==> src/hw/rtl/bdpp_ram.sv <==
// ---------------------------------------------------------------------------
// bdpp_ram - generic simple dual-port RAM
// One write port, one read port, registered read data (read-old on collision).
// ---------------------------------------------------------------------------
module bdpp_ram #(
  parameter int WIDTH = 8,
  parameter int DEPTH = 16
) (
  input  logic                     clk,
  input  logic                     we,
  input  logic [$clog2(DEPTH)-1:0] waddr,
  input  logic [WIDTH-1:0]         wdata,
  input  logic [$clog2(DEPTH)-1:0] raddr,
  output logic [WIDTH-1:0]         rdata
);

  logic [WIDTH-1:0] mem [DEPTH];

  // Write and registered read
  always_ff @(posedge clk) begin
    if (we) begin
      mem[waddr] <= wdata;
    end
    rdata <= mem[raddr];
  end

endmodule

==> config.mk <==
export PLATFORM = sky130hd
export DESIGN_NAME = bdpp_ram
export DESIGN_NICKNAME = d
export VERILOG_FILES = /design/src/hw/rtl/bdpp_ram.sv
export SDC_FILE = /design/constraint.sdc
export NUM_CORES = 1
export LEC_CHECK = 0
export BUFFER_PORTS_ARGS = -buffer_cell sky130_fd_sc_hd__buf_2
export CORE_MARGIN = 10
export CORE_UTILIZATION = 60
export DETAILED_ROUTE_END_ITERATION = 8
export PLACE_DENSITY = 0.78
export REMOVE_ABC_BUFFERS = 1
export SLEW_MARGIN = 30
export SYNTH_ARGS = -nofsm -noshare
export SYNTH_HDL_FRONTEND = slang
export SYNTH_SLANG_ARGS = --single-unit
==> constraint.sdc <==
create_clock -name clk -period 1.93 [get_ports clk]
set_input_delay 0.193 -clock clk [delete_from_list [all_inputs] [get_ports clk]]
set_output_delay 0.193 -clock clk [all_outputs]
set_load 0.02 [all_outputs]
### After elaboration in Yosys (flattened, before gate mapping)

Memories as Yosys holds them, arrays and structs flattened. A register that Yosys moved wholly into a read port is not among the register bits.
Cells that the tools add are included.

* RAM bits: 128
* output and inout port bits: 8
* logic and storage cells: 3
* bits of input ports: 18
* bits in registers: 0
* memories kept: 1

Memories
* mem: depth 16, width 8, read ports 1, clocked after memory_dff 1, wr ports 1, RTL line 17 `logic [WIDTH-1:0] mem [DEPTH];`

* mux-type cells: 2

Operator list (count)
* $mux W1: 2

### Depth between registers and ports, before layout

Gate-level depths: netlist of the first run.

* depth after elaboration: 2
* gate-level depth with buffers: 5
* mapped depth without buffers: 3

### Worst setup path after synthesis of the first run

OpenSTA, ideal clock, no wires.

* kind: in2reg
* from: input port waddr[2]
* to: memory mem[0][0], enable pin
* data arrival time: 1.303 ns
* slack: 0.244 ns
* stages on the path: 2
* path buffers: 0
* cells stage by stage: or3b_2 > nor3_1

RTL lines
* start: declaration: RTL line 11 `input logic [$clog2(DEPTH)-1:0] waddr,`
* end: declaration: RTL line 17

No word-level cell before the write port.

==> results of run 1 <==
final timing paths:
check | from | endpoint | slack [ns]
setup / recovery | mem[1][1]$_DFFE_PP_ | rdata[1]$_DFF_P_ | 0.56
hold reg to reg | mem[11][2]$_DFFE_PP_ | rdata[2]$_DFF_P_ | 0.68
hold / removal | wdata[5] | mem[15][5]$_DFFE_PP_ | 0.07
setup reg to reg | mem[1][1]$_DFFE_PP_ | rdata[1]$_DFF_P_ | 0.56
power breakdown:
part | switching (mW) | internal, mW | total, mW | leakage (nW)
Combinational | 0.191 | 0.133 | 0.324 | 0.581
Sequential | 0.0254 | 3.30 | 3.33 | 1.22
Clock | 1.14 | 2.20 | 3.34 | 0.304
cell type report:
class | instances | share of cell area [%]
Multi-Input combinational cell | 83 | 17.3
Clock inverter | 11 | 2.80
Sequential cell | 136 | 65.5
Timing Repair Buffer | 44 | 4.79
Clock buffer | 21 | 7.51
Tap cell | 105 | 2.15
state kept, by name (all words and copies together) (netlist names):
register / flops
mem: 128
rdata: 8
logic make-up after synthesis:
kind of cell           Yosys count
AOI/OAI and AO/OA               16
buffers and inverters           10
DFF                            136
muxes                           32
and+or+nand+nor                 35
routing by layer:
| metal | GRT usage (%) | wire length [um] | vias up | share of wire (%) |
|---|---|---|---|---|
| li1 | - | - | 1081 | - |
| met4 | 6.35 | 139 | 0 | 1.4 |
| met1 | 21.0 | 3940 | 1279 | 39 |
| met2 | 26.6 | 5190 | 138 | 51 |
| met5 | 0 | 0 | - | 0 |
| met3 | 6.02 | 898 | 13 | 8.8 |
worst max-delay path, stage by stage (launching register included):
cell and delay (ns):
edfxtp_1 0.36, mux4_1 0.51, a22oi_1 0.29, nand2_1 0.09
cell usage after synthesis:
cell	n	share of area, %
a22oi_1	16	2.3
buf_4	1	0.15
buf_6	3	0.66
nand3_1	1	0.097
dfxtp_1	8	3.1
nor3_1	4	0.39
and2_1	1	0.12
mux4_1	14	7.1
and2b_1	1	0.15
nand2b_1	2	0.24
or3b_2	1	0.17
nand2_1	9	0.66
mux4_2	18	7.9
nor2_1	13	0.95
edfxtp_1	128	75
buf_2	3	0.29
nor2b_1	1	0.12
clkdlybuf4s25_2	3	0.58
nand3b_1	2	0.29
==> run metrics, run 1 <==
Clock Sinks 136; hold slack approximately 0.067 ns; Via-to-Cell Ratio 6.28; Unique masters post-synth 19; Worst Reg-to-Reg Cells 3; commonest non-fill, non-tap cell in the layout edfxtp_1; Mapped Cells ~230; clk root buf clkbuf_8; CTS max path bufs 2; CP Class register to register; fin area 6120 um2; final-report max-slew violation count 0; actual slew at the worst max-slew pin 0.738 ns; CP arrival 1.76 ns; FP Rows 33; final hold vios 0; Max IR drop VDD roughly 860 uV; DR pass1 iterations 4; Die Y-Extent 113 um; hold path depth 1; Wirelength per Cell 25.4 um; Post-Layout Cell Count 400; Final nets 300; Setup TNS 0 ns; # port buffers 25; number of global-route vias before repair 2638; post-CTS setup buffer count 0; Placement Setup Slack between 0.2 and 0.3 ns; Worst-path clk slew 0.06 ns; RSZ-0062 raised after global routing false; Final setup violation count 0; Final min period about 1.4 ns; area share of fa/ha/maj cells after synthesis 0%; Post-Route WL 10200 um; Yosys reg bits 136; CP Launch Type register; Antenna Cells 0; RD Place Congestion 0.732; antenna violations before repair 0; Inst Count DP between 300 and 400; Power Total 7.00 mW; clock skew 0.00607 ns; PwrDens approximately 1100 nW/um2; Post-Synth Simple-Gate Area 3.18%; CP Capture Type register; Vias 2511; largest net degree at the start of global routing 33; max frequency 730 MHz; mux contribution to synthesized area 15.0%; Boundary Pins 26; htree depth 4; hold_buf cts 0; final period utilization slightly above 70%; global-route wire length before repair 15800 um; Die X 113 um; Syn-to-layout area delta 18.8%; status finished, final reports clean; Die Area approximately 13000 um2; main combinational cell family by area after synthesis multiplexers; Placed Area 5490 um2; Iteration-0 DRC Markers 230; CP required about 2.3 ns; max cap viols 0; XOR/XNOR share of the synthesized area 0%; Pleak 2.11 nW; sequential area share after synthesis 77.8%; share of cells above drive strength 1 31.9%; worst skew pair latency 0.51 ns; Initial Utilization 62.0%; Post-Syn Area 5150 um2; Core Area 8300 um2; post-cts sizing count 0; Synth Area in Compound Gates under 10%; syn avg cell area 22.5 um2; fill count 459; GR Util All Layers 16.9%; total grt overflow 0; # DRC 0; final critical-path setup slack 0.560 ns; Slew HR 50.6%; Seq. cell area approximately 4000 um2; ANT nets after route 0; worst min path class primary input to register; fin util 73.7%; post-DP HPWL 6020 um; Max FO, Critical Path 1; Num CTS Buffers 17; most frequent cells in the layout edfxtp_1, buf_2, mux4_2; Multi-input gate area 1060 um2; yosys synthesis warning count 0; CTS tree built
Note: power is estimated with default switching activity, not from simulation.
==> inputs of run 2 (changes only) <==
CORE_UTILIZATION = 54   (was 60)
PLACE_DENSITY = 0.74   (was 0.78)
clock period = 1.2 ns   (was 1.93 ns; I/O delays follow)
==> run 2 against run 1 <==
The flow now finishes with violations (setup timing). Clock power rose by 63%. First-iteration DRC count decreased by 2.6%. Via count shrank 2.5%. Worst setup slack worse by 0.62 ns. Power grew 63%. Sequential cell count unchanged. Worst hold slack better by 0.10 ns. Non-clock buffer count is 16 higher. Sequential power rose by 61%. Global-route usage decreased by 2.0 points. Critical endpoint is now rdata[4]$_DFF_P_. Highest routed layer unchanged.
==> run metrics, run 2 (synthesized netlist as in run 1, its figures left out) <==
Final setup violation count 8; Final min period 1.26 ns; RD Place Congestion 0.738; clk root buf clkbuf_8; Die Y-Extent 118 um; Inst Count DP 400; worst min path class primary input to register; # DRC 0; # port buffers 25; Boundary Pins 26; Syn-to-layout area delta 22.9%; Max IR drop VDD about 1000 uV; max frequency about 790 MHz; Multi-input gate area roughly 1100 um2; Num CTS Buffers 17; fill count 570; Net Switching 2.37 mW; Post-Layout Cell Count 440; CTS max path bufs 2; Setup TNS -0.252 ns; switching part of the total power a little over a fifth; global-route wire length before repair 15500 um; PwrDens 1800 nW/um2; hold slack 0.167 ns; ANT nets after route 0; Crit path max-delay family multiplexers; htree depth 4; Seq. cell area 4010 um2; Wirelength per Cell around 22 um; max cap viols 0; most frequent cells in the layout edfxtp_1, mux4_2, buf_4; R2R Path End rdata[4]$_DFF_P_; final critical-path setup slack -0.0641 ns; Clk pwr share about 48%; post-DP HPWL 6110 um; share of cells above drive strength 1 41.5%; final hold vios 0; CP Launch Type register; total grt overflow 0; Worst Reg-to-Reg Cells 3; Die Area 13800 um2; slowest CP cell mux4_2; Pleak 2.13 nW; antenna violations before repair 0; max reg flops 128; number of global-route vias before repair 2709; combinational share of power roughly 5.3%; CP arrival 1.65 ns; worst-path cell chain mux4_2 -> a22oi_2 -> nand2_1; Hold Path End mem[12][0]$_DFFE_PP_; flop-to-flop setup slack -0.06 ns; Placement Setup Slack -0.327 ns; GR Util All Layers about 15%; Vias 2449; Flop pwr share between 40 and 50%; Largest regs mem (128), rdata (8); Slew HR 35.7%; r2r startpoint mem[11][4]$_DFFE_PP_; WP buf/inv 0; Core Area 9240 um2; failing checks setup timing; Slowest Stage Delay on Critical Path between 0.4 and 0.5 ns; clock skew 0.00885 ns; final period utilization 105%; CP Class register to register; hold path depth 3; Via-to-Cell Ratio 5.57; final-report max-slew violation count 0; worst skew pair latency 0.51 ns; Post-Route WL between 9000 and 10000 um; post-CTS setup buffer count 0; register name with the most flops mem; Iteration-0 DRC Markers 224; RSZ-0062 raised after global routing true; CTS tree built; Int Power 9.02 mW; commonest non-fill, non-tap cell in the layout edfxtp_1; Worst-path clk slew 0.06 ns; FP Rows 35; largest net degree at the start of global routing 19; actual slew at the worst max-slew pin 0.961 ns; Final nets 316; DR pass1 iterations 4; Die X 118 um; Max FO, Critical Path 1; status finished, violations left; CP required 1.59 ns; min-delay src waddr[0]; Antenna Cells 0; Initial Utilization between 50% and 60%; Clock Sinks 136; CP Capture Type register
==> run 2: cell types whose count changed in the layout (fill, tap and decap cells not counted), moves of 8 or more <==
cell and change:
mux4_2 +14, buf_4 +8, a22oi_1 -10, dlygate4sd3_1 +8
mux4_1 -14, a22oi_2 +10
==> run 2: per-stage QoR <==
step	util (%)	power, mW	instance area [um2]
floorplan	-	5.68	5060
global placement	60.7	5.98	5610
detailed placement	60.7	6.00	5610
CTS	68.4	11.5	6320
global route	68.5	11.7	6330
finish	68.5	11.4	6330
==> run 2: power by group through the flow <==
stage / logic (mW) / registers, mW / clock network [mW]
finish: 0.606 / 5.35 / 5.44
detailed placement: 0.554 / 5.44 / 0
global route: 0.659 / 5.36 / 5.72
CTS: 0.610 / 5.35 / 5.52
floorplan: 0.213 / 5.47 / 0
global placement: 0.543 / 5.44 / 0
==> run 2: final cells by class <==
class / instances / share of cell area (%)
clock inverters: 15 / 3.38
repair buffers: 60 / 7.55
clock buffers: 17 / 6.54
multi-input cells: 83 / 16.7
flip-flops and latches: 136 / 63.3
well taps: 129 / 2.55
==> run 2: worst max-delay path by stage <==
stage / start / to / slack, ns / cells after the start
final: mem[11][4]$_DFFE_PP_ / rdata[4]$_DFF_P_ / -0.06 / 3
after global routing: mem[11][3]$_DFFE_PP_ / rdata[3]$_DFF_P_ / -0.11 / 3
after CTS: mem[11][4]$_DFFE_PP_ / rdata[4]$_DFF_P_ / -0.09 / 3
after floorplan: waddr[2] / mem[0][0]$_DFFE_PP_ / -0.41 / 2
after global placement: raddr[0] / rdata[0]$_DFF_P_ / -0.31 / 5
after detailed placement: raddr[0] / rdata[4]$_DFF_P_ / -0.33 / 6
==> run 2: timing repair <==
action                     CTS  global route
hold endpoints to repair   120             0
setup endpoints to repair   10            10
resized for setup           23             6
hold buffers                 8             0
pin swaps                   13             4
==> run 2: worst min-delay path: cells and delay by family <==
kind | cells | cell delay, ns
buffers and inverters | 2 | 0.31
AND/OR/NAND/NOR | 1 | 0.07
==> run 2: layer usage <==
layer	routed length (um)	track usage, %
met5	0	0
met4	114	5.41
met3	608	4.99
met2	4910	23.3
met1	4040	19.0
==> inputs of run 3 (changes only) <==
--- a/config.mk
+++ b/config.mk
@@ -11,3 +11,3 @@
 export DETAILED_ROUTE_END_ITERATION = 8
-export PLACE_DENSITY = 0.74
+export PLACE_DENSITY_LB_ADDON = 0.1
 export REMOVE_ABC_BUFFERS = 1
==> constraint.sdc (replaced) <==
create_clock -name clk -period 1.2 [get_ports clk]
set_input_delay 0.06 -clock clk [delete_from_list [all_inputs] [get_ports clk]]
set_output_delay 0.06 -clock clk [all_outputs]
set_load 0.02 [all_outputs]
==> run 3 against run 2 <==
The flow still finishes with violations (setup timing). Register-to-register slack barely moved. Via count grew 0.20%. Fmax decreased by 1.1%. Critical endpoint is now rdata[2]$_DFF_P_. Largest power group is now sequential cells. Non-clock buffer count shrank 1. Sequential cell count stayed put. Critical path depth is the same. Cell area down 1.5%. Final cell count fell by 0.23%. Sequential share of layout area rose by 0.90 points.
==> run metrics, run 3 (synthesized netlist as in run 1, its figures left out) <==
Multi-input gate area 1060 um2; Power Total 10.9 mW; Placement Setup Slack -0.308 ns; CTS tree built; largest net degree at the start of global routing 25; Iteration-0 DRC Markers 247; CP arrival 1.67 ns; min-delay src raddr[1]; slowest CP cell mux4_1; Levels on crit path 3; post-DP HPWL approximately 6400 um; DR pass1 iterations 4; Wirelength per Cell 22.4 um; CP required 1.59 ns; Clock Sinks 136; htree depth 4; CTS max path bufs 2; Core Area just over 9000 um2; Vias about 2500; GR Util All Layers 14.9%; Num CTS Buffers 17; global-route wire length before repair between 15000 and 20000 um; Die X 118 um; r2r startpoint mem[9][2]$_DFFE_PP_; Die Area 13800 um2; Final setup violation count 8; max cap viols 0; PwrDens 1750 nW/um2; fill count 604; flop-to-flop setup slack -0.08 ns; Antenna Cells 0; Via-to-Cell Ratio 5.59; number of global-route vias before repair around 2700; failing checks setup timing; CP Class register to register; Largest regs mem (128), rdata (8); worst skew pair latency between 0.5 and 0.6 ns; Worst Reg-to-Reg Cells 3; FP Rows 35; RD Place Congestion around 0.73; final hold vios 0; Syn-to-layout area delta 21.1%; commonest non-fill, non-tap cell in the layout edfxtp_1; actual slew at the worst max-slew pin 0.857 ns; clock skew ~0.014 ns; status finished, violations left; RSZ-0062 raised after global routing true; # port buffers 25; max reg flops 128; worst min path class primary input to register; Pleak ~2.1 nW; Seq. cell area 4000 um2; Final min period 1.28 ns; antenna violations before repair 0; final-report max-slew violation count 0; final critical-path setup slack -0.0776 ns; share of cells above drive strength 1 approximately two fifths; post-CTS setup buffer count 0; Die Y-Extent 118 um; total grt overflow 0; Hold Path End rdata[6]$_DFF_P_; Initial Utilization 55.7%; max frequency between 700 and 800 MHz; # DRC 0; Boundary Pins 26; Max FO, Critical Path 1; ANT nets after route 0; Post-Route WL between 9000 and 10000 um; worst-path cell chain mux4_1 -> a22oi_1 -> nand2_1; Slowest Stage Delay on Critical Path around 0.51 ns; register name with the most flops mem; WP buf/inv 0; final period utilization 106%; Worst-path clk slew 0.06 ns; CP Launch Type register; CP Capture Type register; Crit path max-delay family multiplexers; clk root buf clkbuf_8; R2R Path End rdata[2]$_DFF_P_; hold path depth 4; most frequent cells in the layout edfxtp_1, mux4_2, buf_2; Slew HR about 43%; Max IR drop VDD 1030 uV; Final nets 315
run 3: changes by cell type in the layout (fill, tap and decap cells not counted), sizes merged:
| cell | delta |
|---|---|
| buf | -1 |
| clkbuf | +2 |
| bufinv | -1 |
| clkinvlp | -4 |
| clkinv | +9 |
| inv | -6 |
run 3: what timing repair did:
item                                   4_1_cts  5_1_grt
endpoints found under the hold margin      128        0
resized for setup                           17        2
pin swaps                                    8        1
setup endpoints to repair                    8        8
hold buffers                                 8        0
run 3: cell type report:
cell class	instances	share of cell area, %
multi-input cells	83	16.9
flip-flops and latches	136	64.2
clock buffers	19	6.76
repair buffers	59	7.02
clock inverters	13	2.49
well taps	129	2.59
run 3: worst max path at each step:
stage	to	from
2_1_floorplan	mem[0][0]$_DFFE_PP_	waddr[2]
3_3_place_gp	rdata[0]$_DFF_P_	raddr[0]
3_5_place_dp	rdata[0]$_DFF_P_	raddr[0]
4_1_cts	rdata[1]$_DFF_P_	mem[8][1]$_DFFE_PP_
5_1_grt	rdata[0]$_DFF_P_	mem[2][0]$_DFFE_PP_
6_report	rdata[2]$_DFF_P_	mem[9][2]$_DFFE_PP_
run 3: tightest hold or removal path, cell delays in order:
cell and delay [ns]:
buf_2 0.15, mux4_2 0.21, a22oi_2 0.06, nand2_1 0.06
run 3: metal layers:
metal  vias up  global-route usage [%]  share of wire, %
li1       1095                       -                 -
met1      1272                    19.4                43
met2        80                    23.6                50
met3         7                    3.84               6.3
met4         0                    5.56              0.84
met5         -                       0                 0
run 3: through the flow:
stage | instances | instance area [um2] | utilization (%) | TNS [ns] | hold WS (ns)
2_1_floorplan | 219 | 5060 | - | -6.35 | 0.159
3_3_place_gp | 399 | 5580 | 60.4 | -5.12 | 0.450
3_5_place_dp | 399 | 5580 | 60.4 | -5.71 | 0.463
4_1_cts | 439 | 6240 | 67.6 | -0.416 | 0.0489
5_1_grt | 439 | 6240 | 67.5 | -0.642 | 0.0712
6_report | 439 | 6240 | 67.5 | -0.299 | 0.0603
run 3: power by group:
part           internal [mW]  switching (mW)  leakage (nW)
registers               5.31          0.0362          1.22
clock network           3.15            1.83         0.289
logic                  0.262           0.323         0.609
total                   8.72            2.19          2.12
